--- src/hw/rtl/bst_pkg.sv ---
// Package for the breakpoint slot table: action codes, register indexes,
// sequencer states and the structs passed between the modules.
// No dependencies.
`timescale 1ns / 1ps
`default_nettype none

package bst_pkg;

  // Default slot storage and the hard limit on comparators walked
  localparam int SLOTS_DEF       = 16;
  localparam int MAX_COMPARATORS = 16;

  // Field widths
  localparam int ADDR_W  = 32;
  localparam int SLOT_W  = 4;
  localparam int CNT_W   = 5;
  localparam int ACT_W   = 3;
  localparam int CFG_IDX_W = 2;

  // Command codes
  localparam logic [ACT_W-1:0] ACT_SET        = 3'd0;
  localparam logic [ACT_W-1:0] ACT_REMOVE     = 3'd1;
  localparam logic [ACT_W-1:0] ACT_REMOVE_ALL = 3'd2;
  localparam logic [ACT_W-1:0] ACT_ACTIVATE   = 3'd3;
  localparam logic [ACT_W-1:0] ACT_DEACTIVATE = 3'd4;

  // Register indexes
  localparam logic [CFG_IDX_W-1:0] REG_ENABLED    = 2'd0;
  localparam logic [CFG_IDX_W-1:0] REG_SLOT_COUNT = 2'd1;

  // Comparator enable bit set on every armed write
  localparam logic [ADDR_W-1:0] COMP_ARM = 32'h1;

  typedef enum logic [1:0] {
    ST_IDLE,
    ST_WALK,
    ST_STATUS
  } state_t;

  // One result word
  typedef struct packed {
    logic              is_write;
    logic [SLOT_W-1:0] slot;
    logic [ADDR_W-1:0] comp_value;
    logic              ok;
    logic              last;
  } out_word_t;

  // Configuration seen by the sequencer
  typedef struct packed {
    logic             enabled;
    logic [CNT_W-1:0] slot_count;
  } cfg_t;

  // Slot store write request
  typedef struct packed {
    logic              en;
    logic [ADDR_W-1:0] data;
  } store_wr_t;

endpackage

`default_nettype wire

--- src/hw/rtl/bst_store.sv ---
// Slot address store: DEPTH entries of 32 bits, one read and one write port.
// Entries never written since reset read as zero (empty). Uses bst_pkg.
`timescale 1ns / 1ps
`default_nettype none

module bst_store
  import bst_pkg::*;
#(
  parameter int DEPTH = SLOTS_DEF,
  localparam int IDX_W = (DEPTH > 1) ? $clog2(DEPTH) : 1
) (
  input  wire logic              clk,
  input  wire logic              rst_n,
  input  wire logic [IDX_W-1:0]  idx,
  input  wire store_wr_t         wr,
  output logic      [ADDR_W-1:0] rd_data
);

  logic [ADDR_W-1:0] mem_r [DEPTH];
  logic [DEPTH-1:0]  valid_r;

  // Mark written entries valid
  always_ff @(posedge clk) begin
    if (!rst_n) begin
      valid_r <= '0;
    end else if (wr.en) begin
      valid_r[idx] <= 1'b1;
    end
  end

  // Store entry data
  always_ff @(posedge clk) begin
    if (wr.en) begin
      mem_r[idx] <= wr.data;
    end
  end

  // Read the walked entry, empty when never written
  assign rd_data = valid_r[idx] ? mem_r[idx] : '0;

endmodule

`default_nettype wire

--- src/hw/rtl/bst_ctrl.sv ---
// Command sequencer: walks the slots one per cycle while no result word
// stalls, through a shared comparator, updates the store and emits
// comparator and status words. Uses bst_pkg; drives bst_store through the top level.
`timescale 1ns / 1ps
`default_nettype none

module bst_ctrl
  import bst_pkg::*;
#(
  parameter int DEPTH = SLOTS_DEF,
  localparam int IDX_W = (DEPTH > 1) ? $clog2(DEPTH) : 1
) (
  input  wire logic              clk,
  input  wire logic              rst_n,
  input  wire cfg_t              cfg,
  input  wire logic              clr_active,
  input  wire logic              in_valid,
  output logic                   in_ready,
  input  wire logic [ACT_W-1:0]  in_action,
  input  wire logic [ADDR_W-1:0] in_address,
  input  wire logic              out_free,
  output logic                   emit,
  output out_word_t              emit_word,
  output logic      [IDX_W-1:0]  st_idx,
  output store_wr_t              st_wr,
  input  wire logic [ADDR_W-1:0] st_rd_data
);

  localparam logic [CNT_W-1:0] DEPTH_CNT = CNT_W'(DEPTH);

  state_t            state_r, state_nxt;
  logic [ACT_W-1:0]  act_r;
  logic [ADDR_W-1:0] addr_r;
  logic [CNT_W-1:0]  cnt_r, lim_r, lim_now;
  logic              ok_r, active_r;

  logic              in_fire;
  logic              start_ok;
  logic [ADDR_W-1:0] cmp_val;
  logic              eq, match, wants_emit, stall, finish;

  assign in_fire = in_valid && in_ready;
  assign lim_now = (cfg.slot_count < DEPTH_CNT) ? cfg.slot_count : DEPTH_CNT;

  // Commands that succeed whenever the unit is enabled
  always_comb begin
    case (in_action) inside
      ACT_REMOVE_ALL, ACT_ACTIVATE, ACT_DEACTIVATE: start_ok = cfg.enabled;
      default:                                      start_ok = 1'b0;
    endcase
  end

  // Shared comparator and walk decode
  always_comb begin
    cmp_val    = (act_r == ACT_REMOVE) ? addr_r : '0;
    eq         = (st_rd_data == cmp_val);
    match      = 1'b0;
    wants_emit = 1'b0;
    case (act_r)
      ACT_SET, ACT_REMOVE: begin
        match      = eq;
        wants_emit = eq && active_r;
      end
      ACT_REMOVE_ALL: begin
        match      = !eq;
        wants_emit = !eq && active_r;
      end
      default: begin
        match      = !eq;
        wants_emit = !eq;
      end
    endcase
    stall  = wants_emit && !out_free;
    finish = ((act_r == ACT_SET || act_r == ACT_REMOVE) && match)
             || ((cnt_r + CNT_W'(1)) == lim_r);
  end

  // Next state
  always_comb begin
    state_nxt = state_r;
    unique case (state_r)
      ST_IDLE: begin
        if (in_fire) begin
          if (cfg.enabled && in_action <= ACT_DEACTIVATE && lim_now != '0) begin
            state_nxt = ST_WALK;
          end else begin
            state_nxt = ST_STATUS;
          end
        end
      end
      ST_WALK: begin
        if (!stall && finish) begin
          state_nxt = ST_STATUS;
        end
      end
      ST_STATUS: begin
        if (out_free) begin
          state_nxt = ST_IDLE;
        end
      end
      default: state_nxt = ST_IDLE;
    endcase
  end

  // Outputs per state
  always_comb begin
    in_ready  = 1'b0;
    emit      = 1'b0;
    emit_word = '0;
    st_idx    = cnt_r[IDX_W-1:0];
    st_wr     = '0;
    unique case (state_r)
      ST_IDLE: begin
        in_ready = 1'b1;
      end
      ST_WALK: begin
        if (!stall) begin
          emit                = wants_emit;
          emit_word.is_write  = 1'b1;
          emit_word.slot      = cnt_r[SLOT_W-1:0];
          case (act_r)
            ACT_SET:      emit_word.comp_value = addr_r | COMP_ARM;
            ACT_ACTIVATE: emit_word.comp_value = st_rd_data | COMP_ARM;
            default:      emit_word.comp_value = '0;
          endcase
          st_wr.en   = match && (act_r == ACT_SET || act_r == ACT_REMOVE
                                 || act_r == ACT_REMOVE_ALL);
          st_wr.data = (act_r == ACT_SET) ? addr_r : '0;
        end
      end
      ST_STATUS: begin
        emit         = out_free;
        emit_word.ok = ok_r;
        emit_word.last = 1'b1;
      end
      default: ;
    endcase
  end

  // Control registers
  always_ff @(posedge clk) begin
    if (!rst_n) begin
      state_r  <= ST_IDLE;
      cnt_r    <= '0;
      lim_r    <= '0;
      ok_r     <= 1'b0;
      active_r <= 1'b0;
    end else begin
      state_r <= state_nxt;
      if (in_fire) begin
        cnt_r <= '0;
        lim_r <= lim_now;
        ok_r  <= start_ok;
      end else if (state_r == ST_WALK && !stall) begin
        cnt_r <= cnt_r + CNT_W'(1);
        if (match && (act_r == ACT_SET || act_r == ACT_REMOVE)) begin
          ok_r <= 1'b1;
        end
      end
      // Disarm on an enable-register write, else arm or disarm once the command reports success
      if (clr_active) begin
        active_r <= 1'b0;
      end else if (state_r == ST_STATUS && out_free && ok_r) begin
        if (act_r == ACT_ACTIVATE) begin
          active_r <= 1'b1;
        end else if (act_r == ACT_DEACTIVATE) begin
          active_r <= 1'b0;
        end
      end
    end
  end

  // Hold the command word
  always_ff @(posedge clk) begin
    if (in_fire) begin
      act_r  <= in_action;
      addr_r <= in_address & ~COMP_ARM;
    end
  end

endmodule

`default_nettype wire

--- src/hw/rtl/breakpoint_slot_table.sv ---
// Top level of the breakpoint slot table: configuration registers, output
// word register, sequencer and slot store. Uses bst_pkg, bst_ctrl, bst_store.
`timescale 1ns / 1ps
`default_nettype none

// Breakpoint slot table. Each command word (set, remove, remove all,
// activate, deactivate) is taken while the block is idle and, when enabled
// with a nonzero slot count, walks the first min(slot_count, SLOTS, 16)
// slots, one slot per cycle unless the result side stalls a word, through a
// single comparator; set and remove stop at the first hit. Otherwise it goes
// straight to the status word. Comparator writes come out in slot order,
// followed by one status word with last set. Configuration writes are always
// ready; writing the enable register disarms the comparators. The store
// needs no clearing pass: entries not written since reset read as empty.
module breakpoint_slot_table
  import bst_pkg::*;
#(
  parameter int SLOTS = SLOTS_DEF
) (
  input  wire logic                 clk,
  input  wire logic                 rst_n,
  input  wire logic                 cfg_valid,
  output logic                      cfg_ready,
  input  wire logic [CFG_IDX_W-1:0] cfg_index,
  input  wire logic [CNT_W-1:0]     cfg_wdata,
  input  wire logic                 in_valid,
  output logic                      in_ready,
  input  wire logic [ACT_W-1:0]     in_action,
  input  wire logic [ADDR_W-1:0]    in_address,
  output logic                      out_valid,
  input  wire logic                 out_ready,
  output logic                      out_is_write,
  output logic [SLOT_W-1:0]         out_slot,
  output logic [ADDR_W-1:0]         out_comp_value,
  output logic                      out_ok,
  output logic                      out_last
);

  localparam int DEPTH = (SLOTS < MAX_COMPARATORS) ? SLOTS : MAX_COMPARATORS;
  localparam int IDX_W = (DEPTH > 1) ? $clog2(DEPTH) : 1;

  logic              enabled_r;
  logic [CNT_W-1:0]  slot_count_r;
  logic              cfg_fire, clr_active;
  cfg_t              cfg;

  logic              out_valid_r;
  out_word_t         out_word_r;
  logic              out_free, emit;
  out_word_t         emit_word;

  logic [IDX_W-1:0]  st_idx;
  store_wr_t         st_wr;
  logic [ADDR_W-1:0] st_rd_data;

  // Configuration registers
  assign cfg_ready  = 1'b1;
  assign cfg_fire   = cfg_valid && cfg_ready;
  assign clr_active = cfg_fire && (cfg_index == REG_ENABLED);

  always_ff @(posedge clk) begin
    if (!rst_n) begin
      enabled_r    <= 1'b0;
      slot_count_r <= '0;
    end else if (cfg_fire) begin
      unique case (cfg_index)
        REG_ENABLED:    enabled_r    <= cfg_wdata[0];
        REG_SLOT_COUNT: slot_count_r <= cfg_wdata;
        default: ;
      endcase
    end
  end

  assign cfg.enabled    = enabled_r;
  assign cfg.slot_count = slot_count_r;

  // Output word register
  assign out_free = !out_valid_r || out_ready;

  always_ff @(posedge clk) begin
    if (!rst_n) begin
      out_valid_r <= 1'b0;
    end else if (emit) begin
      out_valid_r <= 1'b1;
    end else if (out_ready) begin
      out_valid_r <= 1'b0;
    end
  end

  always_ff @(posedge clk) begin
    if (emit) begin
      out_word_r <= emit_word;
    end
  end

  assign out_valid      = out_valid_r;
  assign out_is_write   = out_word_r.is_write;
  assign out_slot       = out_word_r.slot;
  assign out_comp_value = out_word_r.comp_value;
  assign out_ok         = out_word_r.ok;
  assign out_last       = out_word_r.last;

  bst_ctrl #(
    .DEPTH (DEPTH)
  ) u_ctrl (
    .clk        (clk),
    .rst_n      (rst_n),
    .cfg        (cfg),
    .clr_active (clr_active),
    .in_valid   (in_valid),
    .in_ready   (in_ready),
    .in_action  (in_action),
    .in_address (in_address),
    .out_free   (out_free),
    .emit       (emit),
    .emit_word  (emit_word),
    .st_idx     (st_idx),
    .st_wr      (st_wr),
    .st_rd_data (st_rd_data)
  );

  bst_store #(
    .DEPTH (DEPTH)
  ) u_store (
    .clk     (clk),
    .rst_n   (rst_n),
    .idx     (st_idx),
    .wr      (st_wr),
    .rd_data (st_rd_data)
  );

  // After a command is accepted, the block is not ready in the next cycle
  a_busy_after_accept: assert property (@(posedge clk) disable iff (!rst_n)
    in_valid && in_ready |=> !in_ready)
    else $error("input accepted on back-to-back cycles");

  // Status words and comparator writes are told apart by last
  a_last_vs_write: assert property (@(posedge clk) disable iff (!rst_n)
    out_valid |-> (out_is_write != out_last))
    else $error("result word marks both or neither of write and last");

  // Comparator writes never carry a status
  a_write_no_ok: assert property (@(posedge clk) disable iff (!rst_n)
    out_valid && out_is_write |-> !out_ok)
    else $error("comparator write carries ok");

  // Never load a new word over one that is still waiting
  a_no_overwrite: assert property (@(posedge clk) disable iff (!rst_n)
    out_valid && !out_ready |-> !emit)
    else $error("result word overwritten while stalled");

endmodule

`default_nettype wire
--- config.mk ---
export PLATFORM = sky130hd
export DESIGN_NAME = breakpoint_slot_table
export DESIGN_NICKNAME = d
export VERILOG_FILES = /design/src/hw/rtl/bst_pkg.sv /design/src/hw/rtl/bst_store.sv /design/src/hw/rtl/bst_ctrl.sv /design/src/hw/rtl/breakpoint_slot_table.sv
export SDC_FILE = /design/constraint.sdc
export NUM_CORES = 1
export LEC_CHECK = 0
export ABC_AREA = 1
export BUFFER_PORTS_ARGS = -buffer_cell sky130_fd_sc_hd__buf_2
export CAP_MARGIN = 20
export CORE_ASPECT_RATIO = 0.5
export CORE_MARGIN = 2
export CORE_UTILIZATION = 40
export CTS_BUF_LIST = sky130_fd_sc_hd__clkbuf_8 sky130_fd_sc_hd__clkbuf_16
export DETAILED_ROUTE_END_ITERATION = 8
export SYNTH_ARGS = -nofsm -noshare
export SYNTH_HDL_FRONTEND = slang
export SYNTH_SLANG_ARGS = --single-unit
--- constraint.sdc ---
create_clock -name clk -period 4.1 [get_ports clk]
set_input_delay 0.615 -clock clk [delete_from_list [all_inputs] [get_ports clk]]
set_output_delay 0.615 -clock clk [all_outputs]
set_load 0.01 [all_outputs]
==> results of run 1 <==
-- worst max-delay path, stage by stage (launching register included) --
cell     delay [ns]
dfxtp_4        0.41
inv_6          0.20
buf_16         0.25
nand2_1        0.07
nand2_1        0.06
nand2_1        0.05
nand3_1        0.08
nand3_1        0.09
nand2_1        0.25
nand2_1        0.10
nand2_1        0.08
nand2_1        0.05
inv_1          0.05
nand2_1        0.04
nor2_1         0.10
nand2_1        0.08
nor2_2         0.25
nand2_1        0.11
inv_1          0.08
ha_1           0.21
nor2_1         0.14
buf_6          0.19
nand4_1        0.22
inv_4          0.24
buf_12         0.19
-- cells by family (layout without fill, tap and decap cells) --
kind of cell,after synthesis,in the layout,share of synthesized area
flops,610,610,0.684
xor+xnor,7,7,0.00234
simple gates,1318,1318,0.206
fa+ha+maj,8,8,0.00382
other cells,1,1,0.000143
compound gates,204,204,0.0430
buf+inv,371,604,0.0606
-- registers in the layout (all words and copies together), names as in the netlist, named ones only --
name and cells:
u_store.mem_r 496, out_comp_value 32, u_ctrl.addr_r 31, u_store.valid_r 16, slot_count_r 5, u_ctrl.cnt_r 5, u_ctrl.lim_r 5, out_slot 4
u_ctrl.act_r 3, u_ctrl.state_r 2, enabled_r 1, out_is_write 1, out_last 1, out_ok 1, out_valid 1, u_ctrl.active_r 1
u_ctrl.ok_r 1
-- routing by layer --
metal / wire (um) / track usage
met4: 1650 / 0.0633
met5: 0 / 0
met1: 32400 / 0.304
met2: 31100 / 0.315
met3: 6340 / 0.0422
-- worst max-delay path by stage --
stage                                                 end  slack (ns)  cells after the start
final                      u_store.mem_r[12][3]$_DFFE_PP_        0.17                     24
after global routing       u_store.mem_r[12][3]$_DFFE_PP_       -0.03                     23
after CTS                   u_store.mem_r[7][2]$_DFFE_PP_       -0.08                     21
after detailed placement   u_store.mem_r[1][14]$_DFFE_PP_       -0.16                     19
after global placement     u_store.mem_r[2][30]$_DFFE_PP_       -0.06                     20
after floorplan           u_store.mem_r[10][10]$_DFFE_PP_        0.34                     24
-- final cells by class --
| class | instances | area (um^2) |
|---|---|---|
| clock buffers | 57 | 1430 |
| clock inverters | 48 | 310 |
| fillers | 5777 | 33800 |
| inverters | 235 | 911 |
| multi-input cells | 1538 | 6800 |
| flip-flops and latches | 610 | 17900 |
| well taps | 884 | 1110 |
| repair buffers | 264 | 2550 |
-- power by group --
part,switching (mW),internal (mW)
Combinational,2.54,1.26
Clock,2.33,2.71
Sequential,0.131,7.07
Total,4.99,11.0
-- Yosys cell counts (2+ instances only) --
cell type	n	area, um^2
nand2_1	688	2580
edfxtp_1	569	17100
nor2_1	315	1180
nand3_1	288	1440
inv_1	227	852
o21ai_0	90	450
a21oi_1	58	290
buf_2	56	280
clkbuf_1	42	158
dfxtp_1	41	821
o211ai_1	29	218
nand4_1	17	106
o21ai_1	16	80.1
buf_4	15	113
buf_1	14	52.6
buf_6	9	101
ha_1	8	100
inv_2	6	22.5
xor2_1	5	43.8
nor3_1	4	20.0
a32o_1	2	20.0
clkinv_1	2	7.51
o31ai_1	2	15.0
xnor2_1	2	17.5
-- timing repair --
item	in CTS	in global routing
gates resized for setup	25	31
pin swaps	0	1
gates cloned	0	3
hold buffers	0	0
buffers inserted	0	8
endpoints found under the setup margin	416	793
==> results.ini, run 1 <==
[power_and_ir_drop]
p_leak_nw=12.4
peakVddDrop_mv=0.326
power.total_mw=16.0
p_per_area_nw_per_um2=517

[place]
dp_hpwl_um=43800
port_buffers=86
placed_area_um2=29000
dp_slack_ns=-0.159
place_inst=3519
gp_congestion=0.869

[grt]
grt_pass1_vias=17400
grt_overflow_total=0
grt_start_max_net_pins=49
grt_use_total=0.209
grt_pass1_wl_um=106000
antenna_found_initial=1

[critical_path]
crit_required_ns=4.42
critPathArrivalTime_ns=4.25
crit_type=flip-flop to flip-flop
start_kind=flip-flop
r2r-end=u_store.mem_r[12][3]$_DFFE_PP_
reg2regPathDepth=24
critPathMaxFanout=41
worstSetupEndpointType=flip-flop
rrSetupSlack_ns=0.17

[drt]
antenna_left=0
detail_route.wirelength_um=71500
drt-wirelength-per-cell_um=19.7
drc=0
via_per_inst=5.12
num_vias=18600
drt_iter0_drc=2074
dr.pass1.iters=5

[timing]
timing.hold.ws_ns=0.162
finalHoldViolCount=0
finalWorstSetupSlack_ns=0.173
fin_skew_ns=0.0354
period_share=0.958
slew_headroom=0.331
slew_violations=0
fin_crit_ns=3.93
max_freq_mhz=255
tightest_slew_ns=0.998
setup_tns_ns=0
finalSetupViolCount=0

[cts]
htree_levels=2
clockBufferDepth=3
cts.root.buffer_cell=clkbuf_16
cts_tree=done
clock-sinks=610
insertion_delay_ns=0.64
cts_made_buffers=57
clk_pin_slew_ns=0.06

[status]
status=completed

[synth]
synth_nets=2574
synth-async-reset-ratio=0
synth_area_um2=26200
ys.flop_type=edfxtp_1
yosys_warnings=0
ys_types=38
avgSynthCellArea_um2=10.4
synth-seq-cells=610
syn_inst=2519
synth_edf_count=569
synth-seq-area-share=0.684

[cells_and_area]
final_area_um2=31000
stdcell_count=3636
mostFrequentLayoutCells=681 x nand2_1, 569 x edfxtp_1, 288 x nand3_1
antenna_cells=0
drive_above_1_share=0.151
final_core_util=0.478
final_common_cell=nand2_1
final_nets=2761
area_delta_synth_final_pct=18.5

[floorplanning]
rows=66
die_w_um=366
core_um2=64800
die_area_um2=67600
die_h_um=185
io_pins=89
initial_core_util=0.404

[min_path]
min_from=in_address[5]
whs_path_depth=1
holdCritPathClass=primary input to flip-flop
min_to=u_ctrl.addr_r[5]$_DFFE_PP_

[run]
drv_cap=0

Power figures use the tool's default switching activity.
==> run 2, diff against run 1 <==
CORE_UTILIZATION = 42   (was 40)
==> run 2 against run 1 <==
  * Core utilization increased by 2.6 points
  * Global-route usage up 0.78 points
  * Highest routed layer unchanged
  * Sequential cell count is the same
  * Routed wire length down 1.4%
  * Sequential share of layout area up 0.11 points
  * Power grew 0.45%
  * Final area is 0.21% lower
  * Hold slack gained 0.018 ns
  * Fmax rose by 1.7%
  * First-iteration DRC count is 12% lower
  * Count of clock-buffer cells in the layout shrank 2
  * Clock skew fell by 0.0054 ns
==> results.ini, run 2 (same netlist as run 1, synthesis figures left out) <==
[cts]
cts_tree=done
ctsHoldBuffers=0
htree_levels=2
cts.root.buffer_cell=clkbuf_16
clock-sinks=610
insertion_delay_ns=0.62
cts_made_buffers=55
clockBufferDepth=3
clk_pin_slew_ns=0.07

[floorplanning]
rows=64
io_pins=89
die_area_um2=64400
die_w_um=357
initial_core_util=0.427
core_um2=61300
die_h_um=181

[power_and_ir_drop]
pwr-share-clk=0.311
sequentialPowerShare=0.448
switching_share=0.307
p_sw_mw=4.94
combPwrFrac=0.241
p_leak_nw=12.4
power.total_mw=16.1
p_int_mw=11.2
peakVddDrop_mv=0.439
p_per_area_nw_per_um2=521

[place]
placed_area_um2=29000
port_buffers=86
dp_hpwl_um=44200
gp_congestion=0.838

[critical_path]
crit_required_ns=4.40
crit_type=flip-flop to flip-flop
critPathMaxFanout=25
start_kind=flip-flop
worstSetupEndpointType=flip-flop
critPathArrivalTime_ns=4.16

[grt]
antenna_found_initial=1
grt_pass1_vias=17300
grt_pass1_wl_um=106000
grt_start_max_net_pins=49
grt_overflow_total=0
grt_use_total=0.217

[drt]
antenna_left=0
dr.pass1.iters=8
via_per_inst=5.15
num_vias=18400
drt-wirelength-per-cell_um=19.7
detail_route.wirelength_um=70500
drt_iter0_drc=1832
drc=0

[cells_and_area]
final_nets=2768
top_register=u_store.mem_r
drive_above_1_share=0.152
final_area_um2=31000
largest_reg_flops=496
antenna_cells=0
area_delta_synth_final_pct=18.3
final_common_cell=nand2_1
mostFrequentLayoutCells=681 x nand2_1, 569 x edfxtp_1, 288 x nand3_1

[min_path]
holdCritPathClass=primary input to flip-flop

[timing]
tightest_slew_ns=0.991
fin_crit_ns=3.86
finalSetupViolCount=0
fin_skew_ns=0.0300
finalHoldViolCount=0
slew_headroom=0.335
rsz0062_at_grt=false
timing.hold.ws_ns=0.180
slew_violations=0
max_freq_mhz=259
period_share=0.942

[status]
status=completed

[run]
drv_cap=0

==> run 2: changes by cell type in the layout (fill, tap and decap cells not counted), moves of 4 or more <==
cell / before / now
nor2_2: 33 / 27
clkinv_1: 21 / 13
buf_4: 114 / 120
nor2_4: 1 / 5
clkbuf_16: 60 / 56
==> run 2: stage by stage <==
step	utilization	std cells	worst slack, ns	TNS [ns]
3_5_place_dp	0.473	3472	-0.0600	-2.83
2_1_floorplan	-	2519	0.339	0
3_3_place_gp	0.473	3472	0.0274	0
5_1_grt	0.505	3577	0.0345	0
6_report	0.505	3577	0.240	0
4_1_cts	0.501	3568	0.00122	0
==> run 2: cell type report <==
cell class,count,area (um^2)
Sequential cell,610,17900
Timing Repair Buffer,273,2570
Clock inverter,41,344
Inverter,235,897
Tap cell,825,1030
Multi-Input combinational cell,1538,6810
Clock buffer,55,1380
Fill cell,5528,30400
==> run 2: path summary, 6_finish.rpt <==
path | from | end | slack [ns] | cells after the start
setup / recovery | flip-flop | u_store.mem_r[11][18]$_DFFE_PP_ | 0.24 | 22
hold / removal | in_address[16] | u_ctrl.addr_r[16]$_DFFE_PP_ | 0.18 | 1
setup reg to reg | flip-flop | u_store.mem_r[11][18]$_DFFE_PP_ | 0.24 | 22
hold reg to reg | u_store.valid_r[6]$_SDFFE_PN0N_ | u_store.valid_r[6]$_SDFFE_PN0N_ | 0.46 | 2
==> run 2: timing repair <==
action,in CTS,in global routing
setup endpoints to repair,202,814
gates cloned,0,3
pin swaps,0,1
resized for setup,14,36
setup buffers,0,1
==> run 2: critical path, stage by stage (launching register included) <==
cell     delay (ns)
dfxtp_2        0.43
inv_6          0.10
buf_12         0.18
buf_4          0.14
nor2_1         0.13
o21ai_0        0.11
nand3_1        0.10
nand3_1        0.08
nand2_1        0.20
nand3_1        0.10
nand2_1        0.08
nand2_1        0.05
nor2_1         0.07
nand2_1        0.16
nor2_4         0.19
nand2_1        0.09
inv_1          0.06
ha_1           0.25
nor2_4         0.16
buf_6          0.15
nand4_1        0.24
inv_4          0.25
buf_12         0.19
==> run 2: power groups by stage <==
stage,Combinational [mW],Sequential (mW),Clock (mW)
after detailed placement,3.74,7.35,0
after floorplan,2.10,7.33,0
final,3.88,7.22,5.01
after global routing,4.25,7.24,5.33
after CTS,3.77,7.22,5.08
after global placement,3.71,7.34,0
==> run 2: layer usage <==
layer,vias up,global-route usage,share of wire
met2,605,0.323,0.44
met1,8921,0.330,0.47
met4,0,0.0501,0.017
met5,-,0,0
li1,8819,-,-
met3,90,0.0365,0.078
